===== src/sv/command_frame_builder_crc16_assert.svh =====
// Assertion macros shared by the command frame builder RTL.
`ifndef COMMAND_FRAME_BUILDER_CRC16_ASSERT_SVH
`define COMMAND_FRAME_BUILDER_CRC16_ASSERT_SVH

// Same-cycle implication, checked on the rising edge of clk outside reset.
`define CFBC_ASSERT_NOW(label, ante, cons) \
  label: assert property (@(posedge clk) disable iff (rst) (ante) |-> (cons)) \
    else $error("cfbc assertion failed");

// Next-cycle implication, checked on the rising edge of clk outside reset.
`define CFBC_ASSERT_NEXT(label, ante, cons) \
  label: assert property (@(posedge clk) disable iff (rst) (ante) |=> (cons)) \
    else $error("cfbc assertion failed");

`endif


===== src/sv/cfbc_pkg.sv =====
// Types, constants and the byte-wide CRC step of the command frame builder.
`default_nettype none
package cfbc_pkg;

  // Frame sequencer states.
  typedef enum logic [2:0] {
    ST_IDLE,
    ST_HDR,
    ST_HCRC_HI,
    ST_HCRC_LO,
    ST_DATA,
    ST_DCRC_HI,
    ST_DCRC_LO
  } state_t;

  localparam logic [7:0]  SOF_BYTE   = 8'hA5;
  localparam logic [7:0]  NODE_RESET = 8'h3F;
  localparam logic [7:0]  CTRL_DATA  = 8'h02;
  localparam logic [15:0] CRC_POLY   = 16'h1021;
  localparam logic [15:0] CRC_INIT   = 16'h0000;

  // Header byte positions.
  localparam logic [3:0] HDR_SOF   = 4'd0;
  localparam logic [3:0] HDR_NODE  = 4'd1;
  localparam logic [3:0] HDR_CTRL  = 4'd2;
  localparam logic [3:0] HDR_INDEX = 4'd3;
  localparam logic [3:0] HDR_OFS   = 4'd4;
  localparam logic [3:0] HDR_WORDS = 4'd5;

  // One byte through CRC-16/XMODEM, MSB first, no reflection.
  function automatic logic [15:0] crc_push(input logic [15:0] crc_in,
                                           input logic [7:0] data);
    logic [15:0] c;
    c = crc_in ^ {data, 8'h00};
    for (int b = 0; b < 8; b++) begin
      if (c[15]) begin
        c = {c[14:0], 1'b0} ^ CRC_POLY;
      end else begin
        c = {c[14:0], 1'b0};
      end
    end
    return c;
  endfunction

endpackage
`default_nettype wire


===== src/sv/cfbc_if.sv =====
// Channel interfaces of the command frame builder: command, frame byte and configuration.
`default_nettype none

// Drive command channel.
interface cfbc_cmd_if;
  logic        valid;
  logic        ready;
  logic [7:0]  control_byte;
  logic [7:0]  register_index;
  logic [7:0]  register_offset;
  logic [2:0]  word_count;
  logic [63:0] payload_value;

  modport source (output valid, control_byte, register_index, register_offset,
                  word_count, payload_value, input ready);
  modport sink   (input valid, control_byte, register_index, register_offset,
                  word_count, payload_value, output ready);
endinterface

// Frame byte channel.
interface cfbc_byte_if;
  logic       valid;
  logic       ready;
  logic [7:0] frame_byte;
  logic       end_of_frame;

  modport source (output valid, frame_byte, end_of_frame, input ready);
  modport sink   (input valid, frame_byte, end_of_frame, output ready);
endinterface

// Node address write channel.
interface cfbc_cfg_if;
  logic       valid;
  logic       ready;
  logic [7:0] node_address;

  modport source (output valid, node_address, input ready);
  modport sink   (input valid, node_address, output ready);
endinterface

`default_nettype wire


===== src/sv/command_frame_builder_crc16.sv =====
// Command frame builder: turns one drive command into a CRC-16 protected byte frame.
//
// Channels: cmd takes one drive command per item; frame delivers the frame one
// byte per item, with end_of_frame set on the last byte; cfg writes the node
// address byte (reset value 0x3F) and is always ready.
// Frame: 0xA5, node address, control, index, offset, word count, header CRC
// high and low; a command with control 2 adds 2*word_count payload bytes, low
// byte first, and a data CRC high and low. A command with a word count above
// MAX_WORDS is taken and dropped without output.
// Timing: cmd is ready only while the sequencer is idle. After acceptance the
// sequencer enters the header state, from which the first byte is loaded into
// the output register; then one byte per cycle follows while frame is not stalled,
// and the sequencer returns to idle after the last of its 8, or 10 to 18, bytes.
// One byte-wide CRC unit, shared by header and data, sets the one byte per
// cycle pace. A stall on frame holds the output register and the sequencer.
// Reset: synchronous, clears the sequencer, the output valid and restores the
// node address.
`default_nettype none
`include "command_frame_builder_crc16_assert.svh"

module command_frame_builder_crc16
  import cfbc_pkg::*;
#(
  parameter int MAX_WORDS = 4
) (
  input  wire         clk,
  input  wire         rst,
  cfbc_cmd_if.sink    cmd,
  cfbc_byte_if.source frame,
  cfbc_cfg_if.sink    cfg
);

  state_t      state, state_next;
  logic [3:0]  cnt, cnt_next;
  logic [15:0] crc, crc_next;
  logic [63:0] payload, payload_next;
  logic [7:0]  ctrl;
  logic [7:0]  idx;
  logic [7:0]  ofs;
  logic [2:0]  words;
  logic [7:0]  node_address;
  logic        out_valid;
  logic [7:0]  out_byte;
  logic        out_last;
  logic        emit;
  logic        cmd_fire;
  logic        cmd_ok;
  logic [7:0]  cur_byte;
  logic        cur_last;
  logic [3:0]  nbytes;
  logic        is_data;

  // Handshake glue.
  assign cmd.ready          = (state == ST_IDLE);
  assign cfg.ready          = 1'b1;
  assign frame.valid        = out_valid;
  assign frame.frame_byte   = out_byte;
  assign frame.end_of_frame = out_last;

  assign cmd_fire = cmd.valid && cmd.ready;
  assign cmd_ok   = (cmd.word_count <= 3'(MAX_WORDS));
  assign emit     = (state != ST_IDLE) && (!out_valid || frame.ready);
  assign nbytes   = {words, 1'b0};
  assign is_data  = (ctrl == CTRL_DATA);

  // Node address register.
  always_ff @(posedge clk) begin
    if (rst) begin
      node_address <= NODE_RESET;
    end else if (cfg.valid && cfg.ready) begin
      node_address <= cfg.node_address;
    end
  end

  // Sequencer state register.
  always_ff @(posedge clk) begin
    if (rst) begin
      state <= ST_IDLE;
    end else begin
      state <= state_next;
    end
  end

  // Working registers of the current command.
  always_ff @(posedge clk) begin
    cnt     <= cnt_next;
    crc     <= crc_next;
    payload <= payload_next;
    if (cmd_fire) begin
      ctrl  <= cmd.control_byte;
      idx   <= cmd.register_index;
      ofs   <= cmd.register_offset;
      words <= cmd.word_count;
    end
  end

  // Next state, frame byte selection and the shared CRC unit.
  always_comb begin
    state_next   = state;
    cnt_next     = cnt;
    crc_next     = crc;
    payload_next = payload;
    cur_byte     = 8'h00;
    cur_last     = 1'b0;
    case (state)
      ST_IDLE: begin
        if (cmd_fire && cmd_ok) begin
          state_next   = ST_HDR;
          cnt_next     = 4'd0;
          crc_next     = CRC_INIT;
          payload_next = cmd.payload_value;
        end
      end
      ST_HDR: begin
        case (cnt)
          HDR_SOF:   cur_byte = SOF_BYTE;
          HDR_NODE:  cur_byte = node_address;
          HDR_CTRL:  cur_byte = ctrl;
          HDR_INDEX: cur_byte = idx;
          HDR_OFS:   cur_byte = ofs;
          HDR_WORDS: cur_byte = {5'b00000, words};
          default:   cur_byte = 8'h00;
        endcase
        if (emit) begin
          crc_next = crc_push(crc, cur_byte);
          cnt_next = cnt + 4'd1;
          if (cnt == HDR_WORDS) begin
            state_next = ST_HCRC_HI;
          end
        end
      end
      ST_HCRC_HI: begin
        cur_byte = crc[15:8];
        if (emit) begin
          state_next = ST_HCRC_LO;
        end
      end
      ST_HCRC_LO: begin
        cur_byte = crc[7:0];
        cur_last = !is_data;
        if (emit) begin
          cnt_next = 4'd0;
          crc_next = CRC_INIT;
          if (!is_data) begin
            state_next = ST_IDLE;
          end else if (words == 3'd0) begin
            state_next = ST_DCRC_HI;
          end else begin
            state_next = ST_DATA;
          end
        end
      end
      ST_DATA: begin
        cur_byte = payload[7:0];
        if (emit) begin
          crc_next     = crc_push(crc, cur_byte);
          payload_next = {8'h00, payload[63:8]};
          cnt_next     = cnt + 4'd1;
          if (cnt == nbytes - 4'd1) begin
            state_next = ST_DCRC_HI;
          end
        end
      end
      ST_DCRC_HI: begin
        cur_byte = crc[15:8];
        if (emit) begin
          state_next = ST_DCRC_LO;
        end
      end
      ST_DCRC_LO: begin
        cur_byte = crc[7:0];
        cur_last = 1'b1;
        if (emit) begin
          state_next = ST_IDLE;
        end
      end
      default: begin
        state_next = ST_IDLE;
      end
    endcase
  end

  // Output register: loads a byte from the busy sequencer whenever it is empty or being drained.
  always_ff @(posedge clk) begin
    if (rst) begin
      out_valid <= 1'b0;
    end else if (emit) begin
      out_valid <= 1'b1;
    end else if (frame.ready) begin
      out_valid <= 1'b0;
    end
  end

  always_ff @(posedge clk) begin
    if (emit) begin
      out_byte <= cur_byte;
      out_last <= cur_last;
    end
  end

  // An oversized command is dropped and the sequencer stays idle.
  `CFBC_ASSERT_NEXT(a_drop_oversize, cmd_fire && !cmd_ok, state == ST_IDLE)
  // The final byte leaves the sequencer idle with the byte flagged in the output.
  `CFBC_ASSERT_NEXT(a_last_to_idle, emit && cur_last,
                    state == ST_IDLE && out_valid && out_last)
  // Data bytes are only sent for a data command with at least one word.
  `CFBC_ASSERT_NOW(a_data_legal, state == ST_DATA,
                   is_data && words != 3'd0 && cnt < nbytes)
  // The header counter never runs past the word count byte.
  `CFBC_ASSERT_NOW(a_hdr_range, state == ST_HDR, cnt <= HDR_WORDS)

endmodule
`default_nettype wire

===== src/flat_wrapper.sv =====
// flat-port wrapper written by rule: the top's interface ports become plain ports
module command_frame_builder_crc16_flat import cfbc_pkg::*;
#(
  parameter int MAX_WORDS = 4
)
  (clk, rst, cmd_valid, cmd_control_byte, cmd_register_index, cmd_register_offset, cmd_word_count, cmd_payload_value, cmd_ready, frame_valid, frame_frame_byte, frame_end_of_frame, frame_ready, cfg_valid, cfg_node_address, cfg_ready);
  cfbc_cmd_if cmd_i ();
  cfbc_byte_if frame_i ();
  cfbc_cfg_if cfg_i ();
  input  wire clk;
  input  wire rst;
  input wire logic [$bits(cmd_i.valid)-1:0] cmd_valid;
  input wire logic [$bits(cmd_i.control_byte)-1:0] cmd_control_byte;
  input wire logic [$bits(cmd_i.register_index)-1:0] cmd_register_index;
  input wire logic [$bits(cmd_i.register_offset)-1:0] cmd_register_offset;
  input wire logic [$bits(cmd_i.word_count)-1:0] cmd_word_count;
  input wire logic [$bits(cmd_i.payload_value)-1:0] cmd_payload_value;
  output wire logic [$bits(cmd_i.ready)-1:0] cmd_ready;
  output wire logic [$bits(frame_i.valid)-1:0] frame_valid;
  output wire logic [$bits(frame_i.frame_byte)-1:0] frame_frame_byte;
  output wire logic [$bits(frame_i.end_of_frame)-1:0] frame_end_of_frame;
  input wire logic [$bits(frame_i.ready)-1:0] frame_ready;
  input wire logic [$bits(cfg_i.valid)-1:0] cfg_valid;
  input wire logic [$bits(cfg_i.node_address)-1:0] cfg_node_address;
  output wire logic [$bits(cfg_i.ready)-1:0] cfg_ready;
  assign cmd_i.valid = cmd_valid;
  assign cmd_i.control_byte = cmd_control_byte;
  assign cmd_i.register_index = cmd_register_index;
  assign cmd_i.register_offset = cmd_register_offset;
  assign cmd_i.word_count = cmd_word_count;
  assign cmd_i.payload_value = cmd_payload_value;
  assign cmd_ready = cmd_i.ready;
  assign frame_valid = frame_i.valid;
  assign frame_frame_byte = frame_i.frame_byte;
  assign frame_end_of_frame = frame_i.end_of_frame;
  assign frame_i.ready = frame_ready;
  assign cfg_i.valid = cfg_valid;
  assign cfg_i.node_address = cfg_node_address;
  assign cfg_ready = cfg_i.ready;
  command_frame_builder_crc16 #(.MAX_WORDS(MAX_WORDS)) u_core (.clk(clk), .rst(rst), .cmd(cmd_i), .frame(frame_i), .cfg(cfg_i));
endmodule

===== config.mk =====
export PLATFORM = sky130hd
export DESIGN_NAME = command_frame_builder_crc16_flat
export DESIGN_NICKNAME = d
export VERILOG_FILES = /design/src/sv/cfbc_pkg.sv /design/src/sv/cfbc_if.sv /design/src/sv/command_frame_builder_crc16.sv /design/src/flat_wrapper.sv
export VERILOG_INCLUDE_DIRS = /design/src /design/src/sv
export SDC_FILE = /design/constraint.sdc
export NUM_CORES = 1
export LEC_CHECK = 0
export ABC_AREA = 1
export BUFFER_PORTS_ARGS = -buffer_cell sky130_fd_sc_hd__buf_2
export CELL_PAD_IN_SITES_DETAIL_PLACEMENT = 0
export CELL_PAD_IN_SITES_GLOBAL_PLACEMENT = 1
export CORE_MARGIN = 5
export CORE_UTILIZATION = 46
export CTS_CLUSTER_DIAMETER = 60
export CTS_CLUSTER_SIZE = 10
export DETAILED_ROUTE_END_ITERATION = 7
export GPL_TIMING_DRIVEN = 0
export PLACE_DENSITY = 0.86
export SLEW_MARGIN = 20
export SYNTH_ARGS = -nofsm -noshare
export SYNTH_HDL_FRONTEND = slang
export SYNTH_SLANG_ARGS = --single-unit

===== constraint.sdc =====
create_clock -name clk -period 11.5 [get_ports clk]
set_input_delay 2.3 -clock clk [delete_from_list [all_inputs] [get_ports clk]]
set_output_delay 2.3 -clock clk [all_outputs]
set_load 0.02 [all_outputs]

==> impl_results.md <==
- Outcome: finished clean
- Die width: about 130 um
- First-pass GRT wire length: roughly 26 mm
- Fin Hold WS: about 0.46 ns
- First-pass iteration count of the detailed router: 5
- WL final: between 15 and 20 mm
- Startpoint Class: input pin
- Power Total: approximately 2300 uW
- Pins Over Slew Limit: 0
- RSZ-0062 raised after global routing: false
- FF-to-FF End: u_core.payload[11]
- Power per Cell Area: between 200 and 300 nW/um^2
- Setup crit end kind: flop
- Final period util: 0.3865
- Cell variety after synth: 36
- Yosys warns: 0
- Worst vdd ir: between 0.1 and 0.15 mV
- Latest clock arrival within the worst-skew pair: roughly 0.42 ns
- Synthesis-stage register bit count: 132
- CTS resizes: 0
- PortBufs: between 100 and 150
- Row cnt: 44
- Syn_nets: 858
- Setup Fix Bufs, Post-CTS: 0
- Psw: just over 900 uW
- Num CTS Buffers: 17
- Layout Utilization: 0.5671
- CTS max path bufs: 2
- Post-synth EDFFs: 120
- Die height: around 130 um
- Leading cell type in the layout, fill and taps excluded: nand2_1
- Final setup fails: 0
- DR iter-0 viols: between 300 and 400
- DRC Markers: 0
- Layout cell share with drive strength beyond 1: 0.2503
- Vias in the first global route: between 5k and 6k
- CTS root buffer: clkbuf_16
- Syn avg cell area: slightly above 9 um^2
- Clk sinks: approximately 130
- Syn Inst Count: between 700 and 800
- Final setup TNS: 0 ns
- Die ar.: about 17,000 um^2
- Final nets: 993
- IO Count: between 100 and 150
- Seq pwr share: 0.374
- Antenna violations before repair: 2
- N_diodes: 0
- Prevailing post-synth register cell: edfxtp_1
- Crit path DAT: around 4.6 ns
- Setup CP Type: in -> reg
- CP Cell Sequence: buf_2 > nor2_1 > nor2_1 > o21ai_0 > nor2_4 > buf_16 > buf_16
- Most frequent cells in the layout: 274 x nand2_1, 120 x edfxtp_1, 118 x buf_2
- Layout area overhead: 21.00%
- CP bufs+invs: 3
- Worst hold start: u_core.node_address[3]
- Worst Hold Endpoint: u_core.node_address[3]
- Synth async-reset ratio: 0
- CP max-delay cell: nor2_1
- Combinational share of power: 0.409
- Routability cong.: roughly 0.9
- Via count: about 5.4k
- HP Class: reg -> reg
- Max Cap Violations: 0
- Synth Cell Area: around 6800 um^2
- H-tree levels: 4
- Max_slew headroom: 0.3003
- Skew final: 0.006734 ns
- Sequential fraction of the synthesis area: 0.5664
- Fin. Hold Viols: 0
- All-Layer GR Usage: 0.1878
- Reg2Reg Setup Slack: approximately 8.3 ns
- Dpl hpwl: around 12 mm
- FF-to-FF path depth: 8
- Min Tclk post-route: ~4.4 ns
- Detail Route Antenna Nets: 0
- Initial Utilization: 0.4687
- WP data required: about 12 ns
- Tightest Pin Transition: 1.046 ns
- Core Footprint: about 14,000 um^2
- Gr ovfl total: 0
- Hold-fix buffers, CTS: 0
- Pint: roughly 1400 uW
- Fillers: 1,340
- Max FO, Critical Path: 26
- Switch share: 0.4008
- CP max stage delay: ~0.80 ns
- Via density: approximately 5.0
- Largest net degree at the start of global routing: 28
- Routed len/inst: 14.94 um
- FMAX: ~220 MHz
- Clk pwr share: 0.217
- Reg clk slew, reported paths: roughly 0.060 ns
- CP delay by family, top: simple AND/OR/NAND/NOR gates
- CTS tree: built
- WHS Path Cells: 2
- Reg2Reg Launch Point: u_core.state[0]
- Leakage: about 0.0037 uW
power by group through the flow:
stage / clock network [uW] / logic [uW] / registers [uW]
final: 499 / 941 / 859
after global routing: 530 / 1050 / 878
after CTS: 507 / 941 / 861
after detailed placement: 0 / 936 / 869
after global placement: 0 / 879 / 885
after floorplan: 0 / 649 / 880
routing by layer:
metal	up-vias	track usage	wire length (um)
li1	2742	-	-
met1	2461	0.2382	6884
met2	152	0.3045	7778
met3	26	0.05925	1127
met4	4	0.06629	313
met5	-	0	14
Yosys cell counts (6+ instances only):
cell type / number / area (um^2)
nand3_2: 7 / 70.07
nor2_1: 32 / 120.1
dfxtp_1: 12 / 240.2
a22oi_1: 6 / 45.04
xnor2_1: 13 / 113.9
o21ai_1: 9 / 45.04
inv_1: 61 / 229.0
nor2_2: 7 / 43.79
xor2_1: 6 / 52.55
edfxtp_1: 120 / 3603
a21oi_1: 9 / 45.04
nand3_1: 64 / 320.3
nand2_2: 25 / 156.4
inv_2: 11 / 41.29
ha_1: 6 / 75.07
clkbuf_1: 13 / 48.80
o21ai_0: 23 / 115.1
nand2_1: 274 / 1028
o221ai_1: 6 / 52.55
nand4_1: 7 / 43.79
area by class of cell:
class | count | area, um^2 | share of cell area
flip-flops and latches | 132 | 3844 | 0.4681
plain buffers | 25 | 126.4 | 0.01539
multi-input cells | 519 | 2564 | 0.3122
well taps | 184 | 230.2 | 0.02804
repair buffers | 116 | 635.6 | 0.07740
clock buffers | 18 | 429.2 | 0.05226
inverters | 72 | 270.3 | 0.03291
clock inverters | 13 | 112.6 | 0.01371
worst max path at each step:
stage | start | endpoint | slack, ns | cells past startpoint
floorplan | frame_ready | u_core.payload[0] | 5.36 | 4
global placement | frame_ready | u_core.payload[6] | 3.73 | 5
detailed placement | frame_ready | u_core.payload[1] | 6.57 | 7
CTS | frame_ready | u_core.payload[11] | 7.01 | 7
global route | frame_ready | u_core.payload[2] | 6.78 | 7
finish | frame_ready | u_core.payload[11] | 7.06 | 7
cell families (layout without fill, tap and decap cells):
group,count (synthesis),in the layout,share of synthesized area
AO/OA/AOI/OAI,61,61,0.05383
XOR/XNOR,19,19,0.02452
adder cells (fa/ha/maj),6,6,0.01106
buffers and inverters,97,244,0.05844
flip-flops,132,132,0.5664
other,1,1,0.0005526
AND/OR/NAND/NOR,432,432,0.2852
per-stage QoR:
step | cells | area [um^2] | setup WS [ns]
6_report | 1079 | 8212 | 7.055
2_1_floorplan | 748 | 6787 | 5.360
3_5_place_dp | 1048 | 7670 | 6.568
5_1_grt | 1079 | 8212 | 6.777
4_1_cts | 1079 | 8212 | 7.009
3_3_place_gp | 1045 | 7582 | 3.733
registers in the layout, indices dropped and copies added (netlist names):
| register | cells |
|---|---|
| u_core.cnt | 4 |
| u_core.idx | 8 |
| u_core.ctrl | 8 |
| u_core.payload | 64 |
| u_core.frame.frame_byte | 8 |
| u_core.node_address | 8 |
| u_core.frame.end_of_frame | 1 |
| u_core.state | 3 |
| u_core.words | 3 |
| u_core.frame.valid | 1 |
| u_core.ofs | 8 |
| u_core.crc | 16 |
worst min-delay path: stages, from the launching register on:
cell and delay [ns]:
dfxtp_1 0.33, nand2_1 0.05, nand3_1 0.05
Power figures use the tool's default switching activity.
